$ cat config.mk
export PLATFORM = sky130hd
export DESIGN_NAME = pixel_aspect_ratio_reduce
export DESIGN_NICKNAME = d
export VERILOG_FILES = /design/src/hw/rtl/parr_pkg.sv /design/src/hw/rtl/pixel_aspect_ratio_reduce.sv
export SDC_FILE = /design/constraint.sdc
export NUM_CORES = 1
export LEC_CHECK = 0
export ABC_AREA = 1
export BUFFER_PORTS_ARGS = -buffer_cell sky130_fd_sc_hd__buf_2
export CAP_MARGIN = 20
export CORE_MARGIN = 2
export CORE_UTILIZATION = 30
export CTS_CLUSTER_SIZE = 25
export DETAILED_ROUTE_END_ITERATION = 6
export PLACE_DENSITY = 0.55
export REMOVE_ABC_BUFFERS = 1
export SYNTH_ARGS = -nofsm -noshare
export SYNTH_HDL_FRONTEND = slang
export SYNTH_SLANG_ARGS = --single-unit
$ cat constraint.sdc
create_clock -name clock -period 8.5 [get_ports clock]
set_input_delay 1.275 -clock clock [delete_from_list [all_inputs] [get_ports clock]]
set_output_delay 1.275 -clock clock [all_outputs]
set_load 0.02 [all_outputs]
$ cat src/hw/rtl/parr_pkg.sv
// Shared constants and codes for the pixel aspect ratio reduction block.
`default_nettype none
package parr_pkg;

   // Width kept of every ratio term and every dimension.
   localparam int DIM_BITS   = 16;
   // Width of a product term, of the divider datapath and of the GCD terms.
   localparam int PROD_BITS  = 2 * DIM_BITS;
   localparam int CNT_BITS   = $clog2(PROD_BITS);

   // Fixed field widths at the ports.
   localparam int FIELD_BITS = 16;
   localparam int OUT_BITS   = 32;
   localparam int STAT_BITS  = 2;
   localparam int REQ_BITS   = 4 * FIELD_BITS;
   localparam int RSP_BITS   = 2 * OUT_BITS;
   localparam int CSR_ADDR_BITS = 1;

   // Result status codes.
   localparam logic [STAT_BITS-1:0] STATUS_SKIP = 2'd0;
   localparam logic [STAT_BITS-1:0] STATUS_DONE = 2'd1;
   localparam logic [STAT_BITS-1:0] STATUS_ERR  = 2'd2;

   // Register indexes.
   localparam logic [CSR_ADDR_BITS-1:0] REG_HEADER_WIDTH  = 1'b0;
   localparam logic [CSR_ADDR_BITS-1:0] REG_HEADER_HEIGHT = 1'b1;

endpackage
`default_nettype wire

$ cat src/hw/rtl/pixel_aspect_ratio_reduce.sv
// Steps: a skipped item goes from acceptance straight to the output state, and a zero
// divisor goes from GCHK to it. Otherwise MULX and MULY form the products, then Euclid
// remainder steps (GCHK, GDIV) and the two exact divisions (DIVX, DIVY) run on one
// shared radix-2 divider before OUT. One item at a time; req_tready is high only when
// idle, and OUT holds while an earlier result waits on rsp_tready.
// Synchronous active-high reset clears control state and both header registers.
`default_nettype none
module pixel_aspect_ratio_reduce (
   input  wire logic                                  clock,
   input  wire logic                                  reset,
   // csr
   input  wire logic                                  csr_we,
   input  wire logic [parr_pkg::CSR_ADDR_BITS-1:0]    csr_addr,
   input  wire logic [parr_pkg::FIELD_BITS-1:0]       csr_wdata,
   // request
   input  wire logic                                  req_tvalid,
   output logic                                       req_tready,
   // disp_ratio_x, disp_ratio_y, frame_width, frame_height
   input  wire logic [parr_pkg::REQ_BITS-1:0]         req_tdata,
   // response
   output logic                                       rsp_tvalid,
   input  wire logic                                  rsp_tready,
   // pixel_ratio_num, pixel_ratio_den
   output logic [parr_pkg::RSP_BITS-1:0]              rsp_tdata,
   // status
   output logic [parr_pkg::STAT_BITS-1:0]             rsp_tuser
);

   localparam int DB = parr_pkg::DIM_BITS;
   localparam int PB = parr_pkg::PROD_BITS;
   localparam int CB = parr_pkg::CNT_BITS;
   localparam int FB = parr_pkg::FIELD_BITS;
   localparam int OB = parr_pkg::OUT_BITS;
   localparam logic [CB-1:0] CNT_LAST = CB'(PB - 1);

   localparam logic [2:0] S_IDLE = 3'd0;
   localparam logic [2:0] S_MULX = 3'd1;
   localparam logic [2:0] S_MULY = 3'd2;
   localparam logic [2:0] S_GCHK = 3'd3;
   localparam logic [2:0] S_GDIV = 3'd4;
   localparam logic [2:0] S_DIVX = 3'd5;
   localparam logic [2:0] S_DIVY = 3'd6;
   localparam logic [2:0] S_OUT  = 3'd7;

   logic [2:0]    state_ff, state_in;
   logic [FB-1:0] hdr_w_ff, hdr_w_in, hdr_h_ff, hdr_h_in;
   logic [DB-1:0] dx_ff, dx_in, dy_ff, dy_in, w_ff, w_in, h_ff, h_in;
   logic [PB-1:0] px_ff, px_in, py_ff, py_in;
   logic [PB-1:0] a_ff, a_in, b_ff, b_in;
   logic [PB-1:0] rem_ff, rem_in, quo_ff, quo_in, dvs_ff, dvs_in;
   logic [CB-1:0] cnt_ff, cnt_in;
   logic [OB-1:0] num_ff, num_in, den_ff, den_in;
   logic [parr_pkg::STAT_BITS-1:0] stat_ff, stat_in;
   logic          rsp_valid_ff, rsp_valid_in;
   logic [parr_pkg::RSP_BITS-1:0]  rsp_data_ff, rsp_data_in;
   logic [parr_pkg::STAT_BITS-1:0] rsp_user_ff, rsp_user_in;

   logic          accept;
   logic [DB-1:0] in_dx, in_dy, in_w, in_h;
   logic [FB-1:0] sel_w, sel_h;
   logic [DB-1:0] mul_a, mul_b;
   logic [PB-1:0] prod;
   logic [PB:0]   rem_sh, diff;
   logic          ge;
   logic [PB-1:0] rem_nx, quo_nx;
   logic          div_last;

   assign req_tready = (state_ff == S_IDLE);
   assign accept     = req_tvalid && req_tready;
   assign rsp_tvalid = rsp_valid_ff;
   assign rsp_tdata  = rsp_data_ff;
   assign rsp_tuser  = rsp_user_ff;

   // field unpack, zero width/height picks the header value
   always_comb begin
      in_dx = DB'(req_tdata[FB-1:0]);
      in_dy = DB'(req_tdata[2*FB-1:FB]);
      sel_w = (req_tdata[3*FB-1:2*FB] == '0) ? hdr_w_ff : req_tdata[3*FB-1:2*FB];
      sel_h = (req_tdata[4*FB-1:3*FB] == '0) ? hdr_h_ff : req_tdata[4*FB-1:3*FB];
      in_w  = DB'(sel_w);
      in_h  = DB'(sel_h);
   end

   // shared multiplier
   always_comb begin
      mul_a = (state_ff == S_MULX) ? dx_ff : dy_ff;
      mul_b = (state_ff == S_MULX) ? h_ff : w_ff;
      prod  = PB'(mul_a) * PB'(mul_b);
   end

   // shared restoring divider step
   always_comb begin
      rem_sh   = {rem_ff, quo_ff[PB-1]};
      diff     = rem_sh - {1'b0, dvs_ff};
      ge       = !diff[PB];
      rem_nx   = ge ? diff[PB-1:0] : rem_sh[PB-1:0];
      quo_nx   = {quo_ff[PB-2:0], ge};
      div_last = (cnt_ff == CNT_LAST);
   end

   always_comb begin
      state_in     = state_ff;
      hdr_w_in     = hdr_w_ff;
      hdr_h_in     = hdr_h_ff;
      dx_in        = dx_ff;
      dy_in        = dy_ff;
      w_in         = w_ff;
      h_in         = h_ff;
      px_in        = px_ff;
      py_in        = py_ff;
      a_in         = a_ff;
      b_in         = b_ff;
      rem_in       = rem_ff;
      quo_in       = quo_ff;
      dvs_in       = dvs_ff;
      cnt_in       = cnt_ff;
      num_in       = num_ff;
      den_in       = den_ff;
      stat_in      = stat_ff;
      rsp_valid_in = rsp_valid_ff;
      rsp_data_in  = rsp_data_ff;
      rsp_user_in  = rsp_user_ff;

      if (csr_we) begin
         unique case (csr_addr)
            parr_pkg::REG_HEADER_WIDTH:  hdr_w_in = csr_wdata;
            parr_pkg::REG_HEADER_HEIGHT: hdr_h_in = csr_wdata;
            default: ;
         endcase
      end

      if (rsp_valid_ff && rsp_tready) begin
         rsp_valid_in = 1'b0;
      end

      unique case (state_ff)
         S_IDLE: begin
            if (accept) begin
               dx_in = in_dx;
               dy_in = in_dy;
               w_in  = in_w;
               h_in  = in_h;
               if (in_dx == '0 || in_dy == '0) begin
                  num_in   = '0;
                  den_in   = '0;
                  stat_in  = parr_pkg::STATUS_SKIP;
                  state_in = S_OUT;
               end else begin
                  state_in = S_MULX;
               end
            end
         end
         S_MULX: begin
            px_in    = prod;
            a_in     = prod;
            state_in = S_MULY;
         end
         S_MULY: begin
            py_in    = prod;
            b_in     = prod;
            state_in = S_GCHK;
         end
         S_GCHK: begin
            rem_in = '0;
            cnt_in = '0;
            if (b_ff == '0) begin
               if (a_ff == '0) begin
                  num_in   = '0;
                  den_in   = '0;
                  stat_in  = parr_pkg::STATUS_ERR;
                  state_in = S_OUT;
               end else begin
                  // gcd found: divide px by it
                  quo_in   = px_ff;
                  dvs_in   = a_ff;
                  state_in = S_DIVX;
               end
            end else begin
               quo_in   = a_ff;
               dvs_in   = b_ff;
               state_in = S_GDIV;
            end
         end
         S_GDIV: begin
            rem_in = rem_nx;
            quo_in = quo_nx;
            cnt_in = cnt_ff + 1'b1;
            if (div_last) begin
               a_in     = dvs_ff;
               b_in     = rem_nx;
               state_in = S_GCHK;
            end
         end
         S_DIVX: begin
            rem_in = rem_nx;
            quo_in = quo_nx;
            cnt_in = cnt_ff + 1'b1;
            if (div_last) begin
               num_in   = OB'(quo_nx);
               rem_in   = '0;
               quo_in   = py_ff;
               cnt_in   = '0;
               state_in = S_DIVY;
            end
         end
         S_DIVY: begin
            rem_in = rem_nx;
            quo_in = quo_nx;
            cnt_in = cnt_ff + 1'b1;
            if (div_last) begin
               den_in   = OB'(quo_nx);
               stat_in  = parr_pkg::STATUS_DONE;
               state_in = S_OUT;
            end
         end
         S_OUT: begin
            if (!rsp_valid_ff || rsp_tready) begin
               rsp_valid_in = 1'b1;
               rsp_data_in  = {den_ff, num_ff};
               rsp_user_in  = stat_ff;
               state_in     = S_IDLE;
            end
         end
         default: state_in = S_IDLE;
      endcase
   end

   always_ff @(posedge clock) begin
      if (reset) begin
         state_ff     <= S_IDLE;
         rsp_valid_ff <= 1'b0;
         hdr_w_ff     <= '0;
         hdr_h_ff     <= '0;
      end else begin
         state_ff     <= state_in;
         rsp_valid_ff <= rsp_valid_in;
         hdr_w_ff     <= hdr_w_in;
         hdr_h_ff     <= hdr_h_in;
      end
   end

   always_ff @(posedge clock) begin
      dx_ff       <= dx_in;
      dy_ff       <= dy_in;
      w_ff        <= w_in;
      h_ff        <= h_in;
      px_ff       <= px_in;
      py_ff       <= py_in;
      a_ff        <= a_in;
      b_ff        <= b_in;
      rem_ff      <= rem_in;
      quo_ff      <= quo_in;
      dvs_ff      <= dvs_in;
      cnt_ff      <= cnt_in;
      num_ff      <= num_in;
      den_ff      <= den_in;
      stat_ff     <= stat_in;
      rsp_data_ff <= rsp_data_in;
      rsp_user_ff <= rsp_user_in;
   end

endmodule
`default_nettype wire

After elaboration in Yosys (flattened, before gate mapping)
Cells that the tools add are included.
Cells by class
  add/subtract/negate cells: 2
  multiply operators: 1
  equality and inequality tests: 18
  muxes and demuxes: 44
  bitwise logic cells: 1
  reductions and logical operators: 30
Operators with widths (count)
  2-to-1 mux 32 bit: 14
  case mux 32 bit (3 select lines): 4
  case mux 32 bit (2 select lines): 2
  logical NOT 16 bit: 4
  logical NOT 32 bit: 2
  2-to-1 mux 16 bit: 4
  subtractor 33 x 32 -> 33 bit: 1
  multiplier 16 x 16 -> 32 bit: 1
  case mux 3 bit (8 select lines): 1
  2-to-1 mux 3 bit: 7
  AND reduction 2 bit: 8
  case mux 5 bit (3 select lines): 1
  != test 2 bit, second input constant: 7
  == test 3 bit, second input constant: 4
  2-to-1 mux 2 bit: 6
  AND reduction 6 bit: 2
  nonzero test 3 bit: 3
  == test 3 x 2 -> 1 bit, second input constant: 2
  case mux 2 bit (3 select lines): 1
  adder 5 x 1 -> 5 bit, second input constant: 1
  == test 5 bit, second input constant: 1
  2-to-1 mux 5 bit: 1
  AND reduction 5 bit: 1
  != test 2 x 1 -> 1 bit, second input constant: 2
  other kinds (10): 16
Storage, ports and cells
  flip-flop bits (word level): 461
  input port bits: 86
  output and inout bits: 68
  logic and storage cells: 117

Logic depth before layout (Yosys ltp)
Gate-level depths: netlist of run 1.
  depth after elaboration: 5
  depth in mapped cells: 33
  mapped depth without buffers: 29

Worst setup path before layout of run 1
Ideal clock, no wire load.
  kind: reg-to-reg
  start point: register state_ff[0]
  end point: register a_ff[25], data pin
  library setup time: 0.264 ns
  data arrival time: 5.986 ns
  setup slack: 2.250 ns
  stages on the path, launching flop included: 29
  path buffers: 4
  period minus slack after synthesis: 6.250 ns
  cell sequence: dfxtp_1 -> buf_2 -> inv_2 -> nor2_2 -> nand2_1 -> buf_2 -> buf_2 -> o21ai_0 -> buf_2 -> nand2_1 -> fa_1 -> fa_1 -> fa_1 -> fa_1 -> inv_1 -> fa_1 -> inv_1 -> fa_1 -> inv_1 -> ha_1 -> nand2_1 -> inv_1 -> a21oi_1 -> o21bai_1 -> nand2_1 -> nand3_1 -> or2_2 -> nand3_1 -> o21ai_1
Between the ends
  word-level cells in the longest chain between the ends: 4
  elaborated cells between the ends (all ways): 6
  classes of those cells: 1 x mul; 2 x eq/ne; 3 x mux
RTL lines
  from (decl): line pixel_aspect_ratio_reduce.sv:45  | logic [2:0] state_ff, state_in;
  from (signal assigned): line pixel_aspect_ratio_reduce.sv:235  | state_ff <= state_in;
  == test 3 x 1 -> 1 bit: line pixel_aspect_ratio_reduce.sv:86, pixel_aspect_ratio_reduce.sv:87, pixel_aspect_ratio_reduce.sv:136
  2-to-1 mux 16 bit, on equally long branches: line pixel_aspect_ratio_reduce.sv:86, pixel_aspect_ratio_reduce.sv:87
  multiplier 16 x 16 -> 32 bit: line pixel_aspect_ratio_reduce.sv:88  | prod = PB'(mul_a) * PB'(mul_b);
  case mux 32 bit (2 select lines) *: line pixel_aspect_ratio_reduce.sv:136  | unique case (state_ff)
  named net a_in[25]: line pixel_aspect_ratio_reduce.sv:49  | logic [PB-1:0] a_ff, a_in, b_ff, b_in;
  to (signal assigned): line pixel_aspect_ratio_reduce.sv:249  | a_ff <= a_in;
  to (decl): line pixel_aspect_ratio_reduce.sv:49
Mark *: on every way through the listed nets, which the timed path passes. The rest lies on a longest branch.
A chain may end at the register's enable or synchronous reset.

Worst setup path after layout of run 1
  start point: register state_ff[0]
  end point: register a_ff[21], data pin
Between the ends
  word-level cells in the longest chain between the ends: 4
  elaborated cells between the ends (all ways): 6
  classes of those cells: 1 x mul; 2 x eq/ne; 3 x mux
RTL lines
  == test 3 x 1 -> 1 bit *: line pixel_aspect_ratio_reduce.sv:86, pixel_aspect_ratio_reduce.sv:87
  2-to-1 mux 16 bit, on equally long branches: line pixel_aspect_ratio_reduce.sv:86, pixel_aspect_ratio_reduce.sv:87
  multiplier 16 x 16 -> 32 bit *: line pixel_aspect_ratio_reduce.sv:88
  named net prod[21]: line pixel_aspect_ratio_reduce.sv:62  | logic [PB-1:0] prod;
  case mux 32 bit (2 select lines) *: line pixel_aspect_ratio_reduce.sv:136
  named net a_in[21]: line pixel_aspect_ratio_reduce.sv:49
Marks and branches as above.

==> impl_metrics.tcl, run 1 <==
set metrics [dict create \
    outcome "completed" \
    num_io_pins 154 \
    fin_nets 3958 \
    cts_made_buffers 49 \
    ys.flop_type "edfxtp_1" \
    holdBufCountCts 0 \
    finalHoldViolations 0 \
    synthCells 3376 \
    via_count 22300 \
    cts_setup_buffers 0 \
    ant_nets 0 \
    cpLargestDelayFamily "adder cells" \
    crit_path_end_kind "flop" \
    cts_resized 0 \
    wl_um 86500 \
    synth_area_leaders "edfxtp_1 42%, fa_1 13%, nand2_1 10%" \
    fin_util_pct 34.2 \
    grt_pass1_wl_um 132000 \
    clk_latency_ns 0.64 \
    cp_num_cells 27 \
    num_antenna_cells 0 \
    area_growth_pct 13.4 \
    dieArea_um2 105000 \
    yosysWarnings 0 \
    yosysTopAreaCell "edfxtp_1" \
    cp.buffers_inverters 8 \
    critical_path_class "reg2reg" \
    maxSlewViolCount 0 \
    critical_path_required_ns 8.98 \
    vias_per_cell 4.52 \
    endpoint "a_ff[21]" \
    regArea_um2 13500 \
    fin_crit_ns 7.74 \
    max_cap_viol_count 0 \
    grt-ovfl-total 0 \
    yosysSeqAreaShare_pct 44.1 \
    drtIter0Drc 1502 \
    syn_area_um2 30600 \
    synth_edf_count 425 \
    drt-pass1-iter-count 5 \
    multi_input_area_um2 14200 \
    fill_cells 10400 \
    clock-root-buffer "clkbuf_16" \
    hp-class "reg2reg" \
    h-tree-depth 2 \
    cts.sink_count 461 \
    core-area_um2 101000 \
    cts_tree "yes" \
    drive_above_1_share_pct 11.8 \
    rsz0062_at_grt "false" \
    cp_slowest_cell "fa_1" \
    fmax_mhz 129 \
    antenna_found_initial 2 \
    clockBufferDepth 3 \
    crit_start "state_ff[0]" \
    drc_errors 0 \
    ys_seq_elements 461 \
    reg2reg_to "a_ff[21]" \
    clkSlewWorstSetupHoldPaths_ns 0.07 \
    worstPathArrival_ns 8.23 \
    cp_max_fo 35 \
    ys_types 49 \
    yosysMostFrequentCell "nand2_1" \
    timing.rr.start "state_ff[0]" \
    grt_pass1_vias 22400 \
    dp_cells 4854 \
    cpPeakStageDelay_ns 0.52 \
    instances_no_fill 4945 \
    track_usage_pct 16.6 \
    routedWlPerCell_um 17.5 \
    post-route-period-util_pct 91.1 \
    gp_congestion 0.887 \
    reg2reg_depth 27 \
    dp_slack_ns 0.849 \
    skew_ns 0.0448 \
    reg2reg_slack_ns 0.76 \
    grt_max_degree 67 \
    io_buffers 153 \
    startpoint_type "flop" \
    async_reset_ff_share_pct 0 \
    slew_headroom_pct 41.1 \
    start_util_pct 30.2 \
    final.setup.tns_ns 0 \
    worstMarginPinSlew_ns 0.876 \
    setup_viol 0 \
    num_rows 117 \
    avgSynthCellArea_um2 9.06 \
    netlist_top_cells_count "819 x nand2_1, 649 x inv_1, 425 x edfxtp_1" \
    dpl.hpwl_um 66900 \
    die_x_um 323 \
    setup_slack_ns 0.756 \
    die_y_um 323 \
    netlist.area_leader.share_pct 41.7 \
]
-- logic make-up after synthesis --
logic type                 after synthesis  synth area share (%)
xor gates and xnor gates                28                 0.802
adders and majority gates              333                  18.4
AOI/OAI and AO/OA                      332                  6.15
DFF                                    461                  44.1
and+or+nand+nor                       1461                  20.9
buffers and inverters                  761                  9.71
-- flip-flops by register name (all words and copies together), names as in the netlist, 32 cells and up --
| register | cells |
|---|---|
| px_ff | 32 |
| rem_ff | 32 |
| a_ff | 32 |
| dvs_ff | 32 |
| den_ff | 32 |
| quo_ff | 32 |
| b_ff | 32 |
| rsp_tdata | 64 |
| py_ff | 32 |
| num_ff | 32 |
-- cell usage in the layout (no fill, tap or decap), types with 31 or more instances in the layout --
cell type / count
clkbuf_16: 49
ha_1: 137
fa_1: 195
a21oi_1: 86
buf_2: 153
o21ai_0: 153
a22oi_1: 31
nand2_1: 818
dfxtp_1: 36
buf_4: 46
inv_1: 647
edfxtp_1: 425
nor2_1: 342
nand3_1: 101
-- final cells by class --
class / instances / area share [%]
inverter: 672 / 7.27
sequential: 461 / 38.9
tap: 1368 / 4.93
clock buffer: 58 / 3.63
clock inverter: 31 / 1.03
multi-input combinational: 2154 / 40.9
timing repair buffer: 201 / 3.32
-- through the flow --
| stage | hold WS, ns | area, µm² |
|---|---|---|
| 4_1_cts | 0.418 | 34600 |
| 2_1_floorplan | 0.400 | 30100 |
| 3_5_place_dp | 0.405 | 33000 |
| 3_3_place_gp | 0.401 | 33000 |
| 6_report | 0.417 | 34700 |
| 5_1_grt | 0.420 | 34700 |
-- per-layer routing --
metal	global-route usage, %	vias up	routed length, µm	share of wire (%)
met5	0	-	0	0
met4	6.26	0	3420	4.0
met3	3.34	156	5360	6.2
met2	28.0	636	40900	47
met1	20.8	10600	36800	43
li1	-	11000	-	-
-- worst min-delay path by stage --
stage	from	to	cells past startpoint
global route	num_ff[2]	rsp_tdata[2]	0
global placement	den_ff[0]	rsp_tdata[32]	0
floorplan	num_ff[0]	rsp_tdata[0]	0
detailed placement	num_ff[0]	rsp_tdata[0]	0
finish	den_ff[27]	rsp_tdata[59]	0
CTS	num_ff[2]	rsp_tdata[2]	0
Power of run 1 is left out: the tool's default activity adds up to more than one toggle a clock period on the data nets, which glitch-free logic cannot reach.
==> run 2: changes to the inputs <==
CORE_UTILIZATION = 45   (was 30)
PLACE_DENSITY = 0.72   (was 0.55)
==> run 2 against run 1 <==
  * Die area down 33%
  * Non-clock buffer count rose by 5
  * Maximum frequency grew 1.9%
  * Flip-flop and latch count is the same
  * Hold slack worse by 0.0059 ns
  * Clock-buffer cell count rose by 2
  * Critical path depth is the same
==> impl_metrics.tcl, run 2 (synthesized netlist as in run 1, its figures left out) <==
set metrics [dict create \
    outcome "completed" \
    io_buffers 153 \
    fin_nets 3962 \
    start_util_pct 45.5 \
    post-route-period-util_pct 89.4 \
    fmax_mhz 132 \
    setup_viol 0 \
    final_common_cell "nand2_1" \
    ant_nets 0 \
    drive_above_1_share_pct 11.6 \
    clkSlewWorstSetupHoldPaths_ns 0.06 \
    cp_slowest_cell "fa_1" \
    num_antenna_cells 0 \
    num_io_pins 154 \
    num_rows 95 \
    drc_errors 0 \
    final.setup.tns_ns 0 \
    fin_crit_ns 7.60 \
    worstMarginPinSlew_ns 1.07 \
    final_cell_mix "818 x nand2_1, 648 x inv_1, 425 x edfxtp_1" \
    cp.buffers_inverters 8 \
    antenna_found_initial 0 \
    cpPeakStageDelay_ns 0.53 \
    area_growth_pct 11.3 \
    critical_path_class "reg2reg" \
    dpl.hpwl_um 63800 \
    max_cap_viol_count 0 \
    drtIter0Drc 1849 \
    track_usage_pct 23.3 \
    gp_congestion 0.980 \
    fill_cells 6228 \
    reg2reg_depth 27 \
    cp_num_cells 27 \
    h-tree-depth 2 \
    dp_cells 4364 \
    dieArea_um2 70100 \
    slew_headroom_pct 28.5 \
    vias_per_cell 5.13 \
    rsz0062_at_grt "false" \
    worstPathArrival_ns 8.02 \
    min_path_cells 0 \
    die_y_um 265 \
    crit_path_end_kind "flop" \
    grt_pass1_vias 23000 \
    clk_latency_ns 0.59 \
    instances_no_fill 4454 \
    die_x_um 265 \
    grt_pass1_wl_um 127000 \
    cts_resized 0 \
    cts_setup_buffers 0 \
    cpLargestDelayFamily "adder cells" \
    clockBufferDepth 3 \
    largest_register_ffs 64 \
    grt-ovfl-total 0 \
    via_count 22800 \
    maxSlewViolCount 0 \
    critical_path_required_ns 8.92 \
    grt_max_degree 67 \
    finalHoldViolations 0 \
    holdBufCountCts 0 \
    cp_max_fo 24 \
    cts_made_buffers 48 \
    clock-root-buffer "clkbuf_16" \
    drt-pass1-iter-count 5 \
    cts_tree "yes" \
    wl_um 81000 \
    core-area_um2 67300 \
    startpoint_type "flop" \
    hp-class "reg2reg" \
    skew_ns 0.0172 \
    cts.sink_count 461 \
    routedWlPerCell_um 18.2 \
]
## run 2: changes by cell type in the layout (fill, tap and decap cells not counted), sizes merged
cell / change
buf: +5
bufinv: -1
clkbuf: +2
clkinv: +1
clkinvlp: -2
inv: -1
## run 2: path summary, 6_finish.rpt
path | start | end | slack [ns]
setup / recovery | state_ff[0] | a_ff[21] | 0.90
hold / removal | num_ff[21] | rsp_tdata[21] | 0.41
setup reg to reg | state_ff[0] | a_ff[21] | 0.90
hold reg to reg | num_ff[21] | rsp_tdata[21] | 0.41
## run 2: final cells by class
class | instances | area, µm² | area share [%]
multi-input combinational | 2154 | 14200 | 41.7
clock inverter | 28 | 264 | 0.776
timing repair buffer | 206 | 1190 | 3.50
tap | 873 | 1090 | 3.21
inverter | 672 | 2520 | 7.41
clock buffer | 60 | 1280 | 3.75
sequential | 461 | 13500 | 39.6
## run 2: routing by layer
layer | GRT usage, % | wire (µm) | vias up
met3 | 3.43 | 5310 | 194
met5 | 0 | 0 | -
met4 | 9.70 | 3830 | 0
met1 | 29.6 | 32500 | 10800
li1 | - | - | 11000
met2 | 40.1 | 39300 | 855
## run 2: stage by stage
step                utilization (%)  setup slack (ns)  cell area, µm²  hold WS, ns
floorplan                         -             0.935           30100        0.400
global placement               48.2             0.975           32500        0.401
detailed placement             48.2             0.901           32500        0.405
CTS                            50.5             0.882           34000        0.417
global route                   50.6             0.375           34000        0.420
finish                         50.6             0.897           34000        0.411
## run 2: worst register-to-register path, stage by stage, from the launching register on
cell     delay [ns]
dfxtp_1        0.48
inv_2          0.07
nor2_2         0.13
nand2_2        0.38
buf_4          0.37
o21ai_0        0.32
inv_1          0.33
nor2_1         0.24
fa_1           0.43
inv_1          0.09
fa_1           0.45
fa_1           0.53
inv_1          0.06
fa_1           0.49
fa_1           0.49
inv_1          0.05
fa_1           0.47
inv_1          0.04
ha_1           0.36
nand2_1        0.12
inv_1          0.12
nand2_1        0.12
nor2_1         0.26
nand4_1        0.19
nand3_1        0.18
xor2_1         0.46
nand2_1        0.13
o21ai_1        0.12
Power of run 2 is left out for the same reason.
